--- config.mk ---
export PLATFORM = sky130hd
export DESIGN_NAME = lru_key_value_cache_flat
export DESIGN_NICKNAME = d
export VERILOG_FILES = /design/src/rtl/core/lkvc_pkg.sv /design/src/rtl/core/lkvc_if.sv /design/src/rtl/core/lru_key_value_cache.sv /design/src/flat_wrapper.sv
export VERILOG_INCLUDE_DIRS = /design/src /design/src/rtl/core
export SDC_FILE = /design/constraint.sdc
export NUM_CORES = 2
export LEC_CHECK = 0
export BUFFER_PORTS_ARGS = -buffer_cell sky130_fd_sc_hd__buf_2
export CORE_MARGIN = 8
export CORE_UTILIZATION = 40
export DETAILED_ROUTE_END_ITERATION = 16
export PLACE_DENSITY = 0.56
export SLEW_MARGIN = 20
export SYNTH_ARGS = -nofsm -noshare
export SYNTH_HDL_FRONTEND = slang
export SYNTH_SLANG_ARGS = --single-unit
--- constraint.sdc ---
create_clock -name clk -period 15.5 [get_ports clk]
set_input_delay 0.775 -clock clk [delete_from_list [all_inputs] [get_ports clk]]
set_output_delay 0.775 -clock clk [all_outputs]
set_load 0.005 [all_outputs]
--- src/rtl/core/assert_macros.svh ---
// assertion helpers shared by the rtl, all clocked on clk and held off during rst
`ifndef ASSERT_MACROS_SVH
`define ASSERT_MACROS_SVH

// condition must hold at every clock edge
`define ASSERT_ALWAYS(lbl, expr, msg) \
  lbl: assert property (@(posedge clk) disable iff (rst) (expr)) else $error(msg);

// consequent must hold in the cycle after the antecedent
`define ASSERT_NEXT(lbl, ante, cons, msg) \
  lbl: assert property (@(posedge clk) disable iff (rst) (ante) |=> (cons)) else $error(msg);

`endif

--- src/rtl/core/lkvc_pkg.sv ---
package lkvc_pkg;

  localparam int ENTRIES = 16;
  localparam int IDX_W   = (ENTRIES > 1) ? $clog2(ENTRIES) : 1;
  localparam int CNT_W   = $clog2(ENTRIES + 1);
  localparam int KEY_W   = 32;
  localparam int DATA_W  = 32;
  localparam int CAP_W   = 5;

  localparam logic [CAP_W-1:0] CAP_RESET = 5'd16;

  typedef enum logic {
    ACT_GET = 1'b0,
    ACT_PUT = 1'b1
  } action_t;

endpackage

--- src/rtl/core/lkvc_if.sv ---
// request channel: one get or put per beat
interface lkvc_req_if;
  import lkvc_pkg::*;

  logic                     valid;
  logic                     ready;
  action_t                  action;
  logic signed [KEY_W-1:0]  key;
  logic signed [DATA_W-1:0] value;

  modport source (output valid, action, key, value, input ready);
  modport sink   (input valid, action, key, value, output ready);
endinterface

// response channel: one result per request
interface lkvc_rsp_if;
  import lkvc_pkg::*;

  logic                     valid;
  logic                     ready;
  logic                     hit;
  logic signed [DATA_W-1:0] read_value;

  modport source (output valid, hit, read_value, input ready);
  modport sink   (input valid, hit, read_value, output ready);
endinterface

--- src/rtl/core/lru_key_value_cache.sv ---
// Fully associative key/value cache with least-recently-used replacement, 16 entries.
// Each request beat is a get or a put. A get that finds its key returns the stored value
// with hit set and makes that entry most recent; a get that misses returns hit clear and
// a zero value. A put to a present key updates its value (hit set, value zero) and makes
// it most recent; a put to an absent key inserts it as most recent, replacing the least
// recent entry once the fill has reached the capacity register (0 acts as 1, values
// above 16 act as 16). Lowering capacity never drops entries; later inserts just replace.
// The store is empty after reset and needs no clearing pass. Throughput is one request
// per cycle unless rsp.ready holds the result register; each request passes the input
// register, then parallel key compare and recency-rank update into the result register.
// That compare and rank update across all entries sets the rate.
// The user must write capacity only while the cache is idle; the block does not enforce it.
`include "assert_macros.svh"

module lru_key_value_cache
  import lkvc_pkg::*;
(
  input  logic             clk,
  input  logic             rst,
  input  logic             cfg_write_en,
  input  logic [CAP_W-1:0] cfg_write_data,
  lkvc_req_if.sink         req,
  lkvc_rsp_if.source       rsp
);

  // configuration
  logic [CAP_W-1:0] capacity;

  // entry storage: keys and data need no reset, only valid/rank/count do
  logic [ENTRIES-1:0]       entry_valid;
  logic [KEY_W-1:0]         entry_key  [ENTRIES];
  logic [DATA_W-1:0]        entry_data [ENTRIES];
  logic [IDX_W-1:0]         rank       [ENTRIES];
  logic [CNT_W-1:0]         used_count;

  // input register stage
  logic                     s1_valid;
  action_t                  s1_action;
  logic [KEY_W-1:0]         s1_key;
  logic [DATA_W-1:0]        s1_value;

  // result register
  logic                     out_valid;
  logic                     out_hit;
  logic [DATA_W-1:0]        out_value;

  // lookup and update decode
  logic                     advance;
  logic [CNT_W-1:0]         eff_cap;
  logic [ENTRIES-1:0]       match_vec;
  logic [ENTRIES-1:0]       victim_vec;
  logic [IDX_W-1:0]         match_idx;
  logic [IDX_W-1:0]         victim_idx;
  logic [IDX_W-1:0]         free_idx;
  logic                     any_hit;
  logic                     full;
  logic                     do_update;
  logic                     insert_new;
  logic [IDX_W-1:0]         sel_idx;
  logic [CNT_W-1:0]         sel_rank;
  logic [IDX_W-1:0]         rank_next [ENTRIES];

  // the stage moves when the result register is empty or being drained this cycle
  assign advance   = s1_valid && (!out_valid || rsp.ready);
  assign req.ready = !s1_valid || advance;

  assign rsp.valid      = out_valid;
  assign rsp.hit        = out_hit;
  assign rsp.read_value = out_value;

  // clamp the capacity register into 1..ENTRIES
  always_comb begin
    if (capacity == '0) begin
      eff_cap = CNT_W'(1);
    end else if (int'(capacity) > ENTRIES) begin
      eff_cap = CNT_W'(ENTRIES);
    end else begin
      eff_cap = CNT_W'(capacity);
    end
  end

  // parallel compare; valid entries hold distinct keys and distinct ranks,
  // so the least recent one is the entry ranked used_count - 1
  always_comb begin
    match_idx  = '0;
    victim_idx = '0;
    free_idx   = '0;
    for (int i = 0; i < ENTRIES; i++) begin
      match_vec[i]  = entry_valid[i] && (entry_key[i] == s1_key);
      victim_vec[i] = entry_valid[i] && (CNT_W'(rank[i]) == (used_count - CNT_W'(1)));
      if (match_vec[i]) begin
        match_idx = IDX_W'(i);
      end
      if (victim_vec[i]) begin
        victim_idx = IDX_W'(i);
      end
    end
    // lowest free slot wins
    for (int i = ENTRIES - 1; i >= 0; i--) begin
      if (!entry_valid[i]) begin
        free_idx = IDX_W'(i);
      end
    end
  end

  assign any_hit    = |match_vec;
  assign full       = used_count >= eff_cap;
  assign do_update  = advance && (any_hit || (s1_action == ACT_PUT));
  assign insert_new = (s1_action == ACT_PUT) && !any_hit && !full;

  // slot to promote and its old rank; a fresh insert ages every valid entry
  always_comb begin
    if (any_hit) begin
      sel_idx  = match_idx;
      sel_rank = CNT_W'(rank[match_idx]);
    end else if (full) begin
      sel_idx  = victim_idx;
      sel_rank = used_count - CNT_W'(1);
    end else begin
      sel_idx  = free_idx;
      sel_rank = used_count;
    end
  end

  // promote: the selected slot becomes rank 0, everything more recent ages by one
  always_comb begin
    for (int i = 0; i < ENTRIES; i++) begin
      if (IDX_W'(i) == sel_idx) begin
        rank_next[i] = '0;
      end else if (entry_valid[i] && (CNT_W'(rank[i]) < sel_rank)) begin
        rank_next[i] = rank[i] + IDX_W'(1);
      end else begin
        rank_next[i] = rank[i];
      end
    end
  end

  // control state, configuration and pipeline valids
  always_ff @(posedge clk) begin
    if (rst) begin
      capacity    <= CAP_RESET;
      s1_valid    <= 1'b0;
      out_valid   <= 1'b0;
      entry_valid <= '0;
      used_count  <= '0;
      for (int i = 0; i < ENTRIES; i++) begin
        rank[i] <= '0;
      end
    end else begin
      if (cfg_write_en) begin
        capacity <= cfg_write_data;
      end
      if (req.ready) begin
        s1_valid <= req.valid;
      end
      if (advance) begin
        out_valid <= 1'b1;
      end else if (rsp.ready) begin
        out_valid <= 1'b0;
      end
      if (do_update) begin
        for (int i = 0; i < ENTRIES; i++) begin
          rank[i] <= rank_next[i];
        end
        if (insert_new) begin
          entry_valid[sel_idx] <= 1'b1;
          used_count           <= used_count + CNT_W'(1);
        end
      end
    end
  end

  // payload registers
  always_ff @(posedge clk) begin
    if (req.valid && req.ready) begin
      s1_action <= req.action;
      s1_key    <= req.key;
      s1_value  <= req.value;
    end
    if (advance) begin
      out_hit   <= any_hit;
      out_value <= (any_hit && (s1_action == ACT_GET)) ? entry_data[match_idx] : '0;
    end
    if (do_update && (s1_action == ACT_PUT)) begin
      entry_key[sel_idx]  <= s1_key;
      entry_data[sel_idx] <= s1_value;
    end
  end

  // fill count tracks the valid bits exactly
  `ASSERT_ALWAYS(a_count_matches_valid, $countones(entry_valid) == int'(used_count), "used_count disagrees with valid bits")
  // a key is never stored twice
  `ASSERT_ALWAYS(a_key_unique, !s1_valid || $onehot0(match_vec), "key present in more than one entry")
  // fill never runs past the entry count
  `ASSERT_ALWAYS(a_count_bound, int'(used_count) <= ENTRIES, "used_count exceeds entry count")
  // every item that leaves the input stage lands in the result register
  `ASSERT_NEXT(a_result_loaded, advance, out_valid, "advanced item produced no result")

endmodule
--- src/flat_wrapper.sv ---
// flat-port wrapper written by rule: the top's interface ports become plain ports
module lru_key_value_cache_flat import lkvc_pkg::*;
  (clk, rst, cfg_write_en, cfg_write_data, req_valid, req_action, req_key, req_value, req_ready, rsp_valid, rsp_hit, rsp_read_value, rsp_ready);
  lkvc_req_if req_i ();
  lkvc_rsp_if rsp_i ();
  input  logic clk;
  input  logic rst;
  input  logic cfg_write_en;
  input  logic [CAP_W-1:0] cfg_write_data;
  input wire logic [$bits(req_i.valid)-1:0] req_valid;
  input wire logic [$bits(req_i.action)-1:0] req_action;
  input wire logic [$bits(req_i.key)-1:0] req_key;
  input wire logic [$bits(req_i.value)-1:0] req_value;
  output wire logic [$bits(req_i.ready)-1:0] req_ready;
  output wire logic [$bits(rsp_i.valid)-1:0] rsp_valid;
  output wire logic [$bits(rsp_i.hit)-1:0] rsp_hit;
  output wire logic [$bits(rsp_i.read_value)-1:0] rsp_read_value;
  input wire logic [$bits(rsp_i.ready)-1:0] rsp_ready;
  assign req_i.valid = req_valid;
  assign req_i.action = req_action;
  assign req_i.key = req_key;
  assign req_i.value = req_value;
  assign req_ready = req_i.ready;
  assign rsp_valid = rsp_i.valid;
  assign rsp_hit = rsp_i.hit;
  assign rsp_read_value = rsp_i.read_value;
  assign rsp_i.ready = rsp_ready;
  lru_key_value_cache u_core (.clk(clk), .rst(rst), .cfg_write_en(cfg_write_en), .cfg_write_data(cfg_write_data), .req(req_i), .rsp(rsp_i));
endmodule
Yosys cells after proc, flatten, opt, wreduce, memory -nomap -nowiden. Memory sizes are Yosys's and may differ from the RTL's. A register that Yosys moved wholly into a read port is not among the register bits. Index checks and enable logic that the tools add are counted.

RAM bits: 1088. Memories: 3. Bits in registers: 94. Output and inout port bits: 35.

Muxes and demuxes: 111. Bitwise logic cells: 18. $add $sub $neg: 18. Reductions and logical operators: 68. Order comparisons: 20. Eq/ne operators: 46.

Memories: u_core.entry_data (words 16, bits a word 32, read ports 1, clocked after memory_dff 1, write ports 1, RTL line lru_key_value_cache.sv:32) `logic [DATA_W-1:0] entry_data [ENTRIES];`; u_core.entry_key (words 16, bits a word 32, read ports 16, clocked after memory_dff 0, write ports 1, RTL line lru_key_value_cache.sv:31) `logic [KEY_W-1:0] entry_key [ENTRIES];`; u_core.rank (words 16, bits a word 4, read ports 17, clocked after memory_dff 0, write ports 16, RTL line lru_key_value_cache.sv:33) `logic [IDX_W-1:0] rank [ENTRIES];`.

Operator list (number): 32-bit equality test (16); 4-bit 2-to-1 mux (82); 4-bit by 5-bit less-than comparator with 1-bit output (16); 4-bit by 5-bit equality test with 1-bit output (15); 4-bit by 1-bit adder with 4-bit output (second input constant) (16); 1-bit logical AND (55); 4-bit equality test (first input constant) (8); 3-bit 2-to-1 mux (8); 5-bit 2-to-1 mux (4); 3-bit by 4-bit equality test with 1-bit output (first input constant) (4); 1-bit bitwise OR (16); 16-bit bitwise OR (1); 16-bit OR reduction (1); 1-bit 2-to-1 mux (12); 2-bit by 4-bit equality test with 1-bit output (first input constant) (2); 2-bit 2-to-1 mux (4); 5-bit by 1-bit adder with 5-bit output (second input constant) (1); 5-bit >= comparator (1); 5-bit greater-than comparator (second input constant) (1); 1-bit zero test (5); 5-bit zero test (1); 4-bit by 5-bit less-than comparator with 1-bit output (second input constant) (1); 5-bit by 1-bit subtractor with 5-bit output (second input constant) (1); 1-bit demux with 4-bit select (1); other kinds (7) (9).

Longest topological paths before layout.
Depth in word-level cells: 25. Mapped depth: 24. Depth with buffers taken out: 22.

Least setup slack after synthesis. No wires, ideal clock.

Path type: reg-to-reg. Start point: register u_core.used_count[0]. End point: memory u_core.entry_data[11][0] (enable). Required time: 14.935 ns. Cell stages (with the launch flop): 17. Clock period less this slack: 8.278 ns. Path slack: 7.222 ns. Setup time: 0.565 ns. Data arrival time: 7.713 ns. Path through: dfxtp_1 -> buf_4 -> buf_2 -> inv_1 -> ha_1 -> xnor2_2 -> buf_4 -> xor2_1 -> nand4_1 -> nor3_1 -> nor2_1 -> a221o_1 -> a31o_2 -> nor2_1 -> a22oi_1 -> buf_2 -> nor3_1.

Word-level cells in the longest chain between the ends: 20. Elaborated cells between the ends (all ways): 49. Those cells by class: 1 x add/sub; 1 x order compare; 15 x eq/ne; 17 x mux; 15 x reduce/logical.

Ends and longest elaborated chain: start: declaration (RTL line lru_key_value_cache.sv:34) `logic [CNT_W-1:0] used_count;`; start signal: assignment (RTL line lru_key_value_cache.sv:167) `used_count <= used_count + CNT_W'(1);`; 5-bit by 1-bit subtractor with 5-bit output; 4-bit by 5-bit equality test with 1-bit output (RTL line lru_key_value_cache.sv:90) `victim_vec[i] = entry_valid[i] && (CNT_W'(rank[i]) == (used_count - CNT_W'(1)));`; 1-bit logical AND (RTL line lru_key_value_cache.sv:90); 1-bit 2-to-1 mux (RTL line lru_key_value_cache.sv:94) `if (victim_vec[i]) begin`; 2-bit 2-to-1 mux (2 in series) (RTL line lru_key_value_cache.sv:94); 3-bit 2-to-1 mux (4 in series) (RTL line lru_key_value_cache.sv:94); 4-bit 2-to-1 mux (8 in series) (RTL line lru_key_value_cache.sv:94); 4-bit 2-to-1 mux * (RTL line lru_key_value_cache.sv:116) `end else if (full) begin`; 4-bit 2-to-1 mux * (RTL line lru_key_value_cache.sv:113) `if (any_hit) begin`; end: declaration (RTL line lru_key_value_cache.sv:32).

Every way passes the cells marked *; elsewhere a longest branch is shown, timed or not.

==> key figures <==
Run status
  – Status: finished clean

Route
  – Final WL: ~160 mm
  – Initial DRC count: between 3000 and 4000
  – 1st-pass router iterations: 6
  – Via density: 5.693
  – Drt drc: 0
  – Vias post-DR: 32406
  – Antenna viol nets, final: 0
  – Wire length per cell: ~28 um

Power and ir drop
  – Pleak: 20.01 nW
  – Pwr dens: 117.7 nW/um^2
  – Max VDD drop: ~100 uV

Timing
  – Fmax: roughly 130 MHz
  – Worst slew margin: around 22%
  – Hold Vio Cnt, Final: 0
  – Fin Clk Skew: 0.03250 ns
  – Max Slew Vio Count: 0
  – Setup ws final: between 7 and 8 ns
  – Worst slew pin tran: 1.161 ns
  – Final worst-path cycle share: 48.81%
  – Count of endpoints failing setup in the final report: 0
  – Final Critical Period: approximately 7.6 ns
  – RSZ-0062 raised after global routing: no
  – Fin Setup TNS: 0 ns

Yosys
  – Syn. warnings: 0
  – Top FF cell, synth: edfxtp_1
  – Syn Inst Count: 3656
  – Top-count cell post-synth: edfxtp_1
  – Post-synth EDFFs: about 1200
  – Complex-gate fraction of the synthesized area: 5.504%
  – Synthesized net count: 3802
  – Synth Register Bits: 1214
  – Largest family of logic cells by synthesized area: XOR/XNOR gates
  – Most instantiated cells after synthesis: 1186 x edfxtp_1, 478 x xor2_1, 183 x nor4_1
  – Synth top area cells: edfxtp_1 66%, xor2_1 7.8%, nor4_1 2.1%, xnor2_1 2.0%, ha_1 1.6%
  – Xor and xnor area share after synthesis: 10.25%
  – Post-synth ARST share: 0%
  – Synthesized area: 53950 um^2
  – Synth cell types: 77
  – Synth top area share: 66.01%
  – Post-synthesis adder-cell area fraction: 1.647%
  – Syn avg cell area: around 15 um^2
  – Post-synthesis mux area share: 4.557%
  – Simple-Gate Fraction of Synth Area: 8.820%
  – Post-synthesis sequential area ratio: 67.05%
  – Leading area contributor after synthesis: edfxtp_1

CTS
  – Post-cts resize count: 0
  – Clk Latency, worst-skew pair: 0.78 ns
  – Clock-pin slew on the worst setup and hold paths: about 0.06 ns
  – Hold-fix buffers, CTS: 0
  – Post-CTS Setup Bufs: 0
  – H-tree levels: 4
  – CTS sink count: roughly 1200
  – Root buffer cell: clkbuf_16
  – CTS Buffer Depth: 3
  – TritonCTS buffer count: 135
  – TritonCTS clock tree: done

Finish
  – Area grow syn2layout: 12.63%
  – Filler cell count: 11721
  – Share of layout cells above drive strength 1: 12.60%
  – Finished Cell Area: 60760 um^2
  – Layout Utilization: 45.47%
  – Final Net Count: between 3000 and 4000

Setup path
  – CP Data Arrival Time: between 7 and 8 ns
  – WP data required: 15.90 ns
  – Worst R2R Setup Slack: 7.93 ns
  – R2R depth: 18
  – RR Startpoint: u_core.s1_key[17]
  – R2R Path End: u_core.rank[10][2]
  – CP endpoint kind: flip-flop
  – Setup CP Type: flip-flop to flip-flop
  – Worst Path Max Fanout: 88
  – Type of origin of the critical path: flip-flop

Floorplan
  – Die Y: 383.3 um
  – Die Wd: 383.3 um
  – I/O pins: 110
  – Die ar.: around 150000 um^2
  – Initial Util: 40.37%
  – Site Rows: roughly 130
  – Core Box Area: between 100000 and 150000 um^2

Global route
  – Initial antenna violation count: 7
  – GRT Overall Usage: 20.81%
  – Largest net degree at the start of global routing: 89
  – Vias in the first global route: between 30000 and 40000
  – First-pass GRT wire length: 226.2 mm
  – GR Overflow Total: 0

Placement
  – Routability cong.: roughly 0.89
  – Area of placed instances: roughly 57000 um^2
  – Hpwl dp: 93.77 mm
  – I/O Buffers: 109
  – Dpl ws: 8.023 ns

Flow run
  – Max-capacitance violation count: 0

Min path
  – Worst hold start: req_value[12]
  – Hold Crit Depth: 1
  – Hold Path Class: primary input to flip-flop
  – WHS Endpoint: u_core.s1_value[12]
## worst max path at each step
stage	start	to	slack, ns	cells past startpoint
after global routing	u_core.s1_key[17]	u_core.rank[10][3]	7.56	18
after CTS	u_core.s1_key[28]	u_core.rank[15][1]	8.00	18
after detailed placement	u_core.s1_key[28]	u_core.rank[15][2]	8.02	18
final	u_core.s1_key[17]	u_core.rank[10][2]	7.93	18
after floorplan	u_core.used_count[0]	u_core.entry_data[11][0]	7.22	16
after global placement	u_core.s1_key[15]	u_core.rank[12][1]	7.93	18
## critical path: stages (launching register included)
cell,delay [ns]
edfxtp_1,0.32
buf_4,0.47
xor2_1,0.33
nor4b_2,0.36
nand4_1,0.17
nor4_1,0.97
a211oi_1,0.20
o221ai_4,0.24
buf_4,0.38
nand2_8,0.44
mux2_1,0.56
nor2_1,0.11
a21oi_1,0.08
a211oi_4,0.93
ha_1,0.40
a21oi_1,0.17
o21a_1,0.14
nor2_1,0.06
o41ai_1,0.70
## layer usage
metal / part of all wire (%) / track usage [%] / vias up
met4: 3.2 / 6.874 / 4
li1: - / - / 14402
met5: 0.017 / 0 / -
met1: 45 / 29.53 / 16504
met3: 6.2 / 3.589 / 266
met2: 45 / 32.47 / 1230
## flip-flops by register name, summed over array words and instances (netlist names)
register and flops:
u_core.entry_data 512, u_core.entry_key 512, u_core.rank 64, u_core.rsp.read_value 32, u_core.s1_key 32, u_core.s1_value 32
u_core.entry_valid 16, u_core.capacity 5, u_core.used_count 5, u_core.rsp.hit 1, u_core.rsp.valid 1, u_core.s1_action 1
u_core.s1_valid 1
## cell families after synthesis
kind of cell,Yosys count
AO/OA/AOI/OAI,445
XOR/XNOR,614
adder cells (fa/ha/maj),71
buffers and inverters,225
flip-flops,1214
multiplexers,228
AND/OR/NAND/NOR,859
## layout make-up
class | instances | area [um^2] | share of cell area [%]
sequential | 1214 | 36170 | 59.53
multi-input combinational | 2217 | 16800 | 27.65
clock buffer | 175 | 3613 | 5.947
tap | 1768 | 2212 | 3.640
timing repair buffer | 207 | 1281 | 2.109
clock inverter | 64 | 511.7 | 0.8422
inverter | 43 | 161.4 | 0.2656
antenna | 4 | 10.01 | 0.01647
## power breakdown
group | internal [mW] | total, mW | switching, mW
registers | 3.66 | 3.72 | 0.0630
clock network | 1.71 | 3.02 | 1.32
logic | 0.134 | 0.409 | 0.275
## placed cells by master, fill, tap and decap left out, drive strengths merged, types with 10 or more instances in the layout
master  instances
xor2          478
xnor2         126
ha             71
o21ai          44
nand4b         15
buf           207
clkinv         54
o22a           65
and3           73
nor4          184
nand2b         17
mux2i          87
xnor3          10
edfxtp       1186
nor4b          10
mux2          141
or4            20
nand4          82
nor2b          10
clkbuf        175
a211oi         70
nand3         131
o21a           11
nand2          64
dfxtp          28
o22ai          14
or3            13
nor3           58
inv            47
nor2          156
a21oi         155
a21o           26
## metrics by stage
stage	total power, mW	std cells	hold WS (ns)
after floorplan	4.031	3656	0.4611
after global placement	4.191	5449	0.4972
after detailed placement	4.196	5449	0.5115
after CTS	7.208	5688	0.1198
after global routing	7.374	5688	0.1407
final	7.151	5692	0.1805
Note: power is estimated with default switching activity, not from simulation.
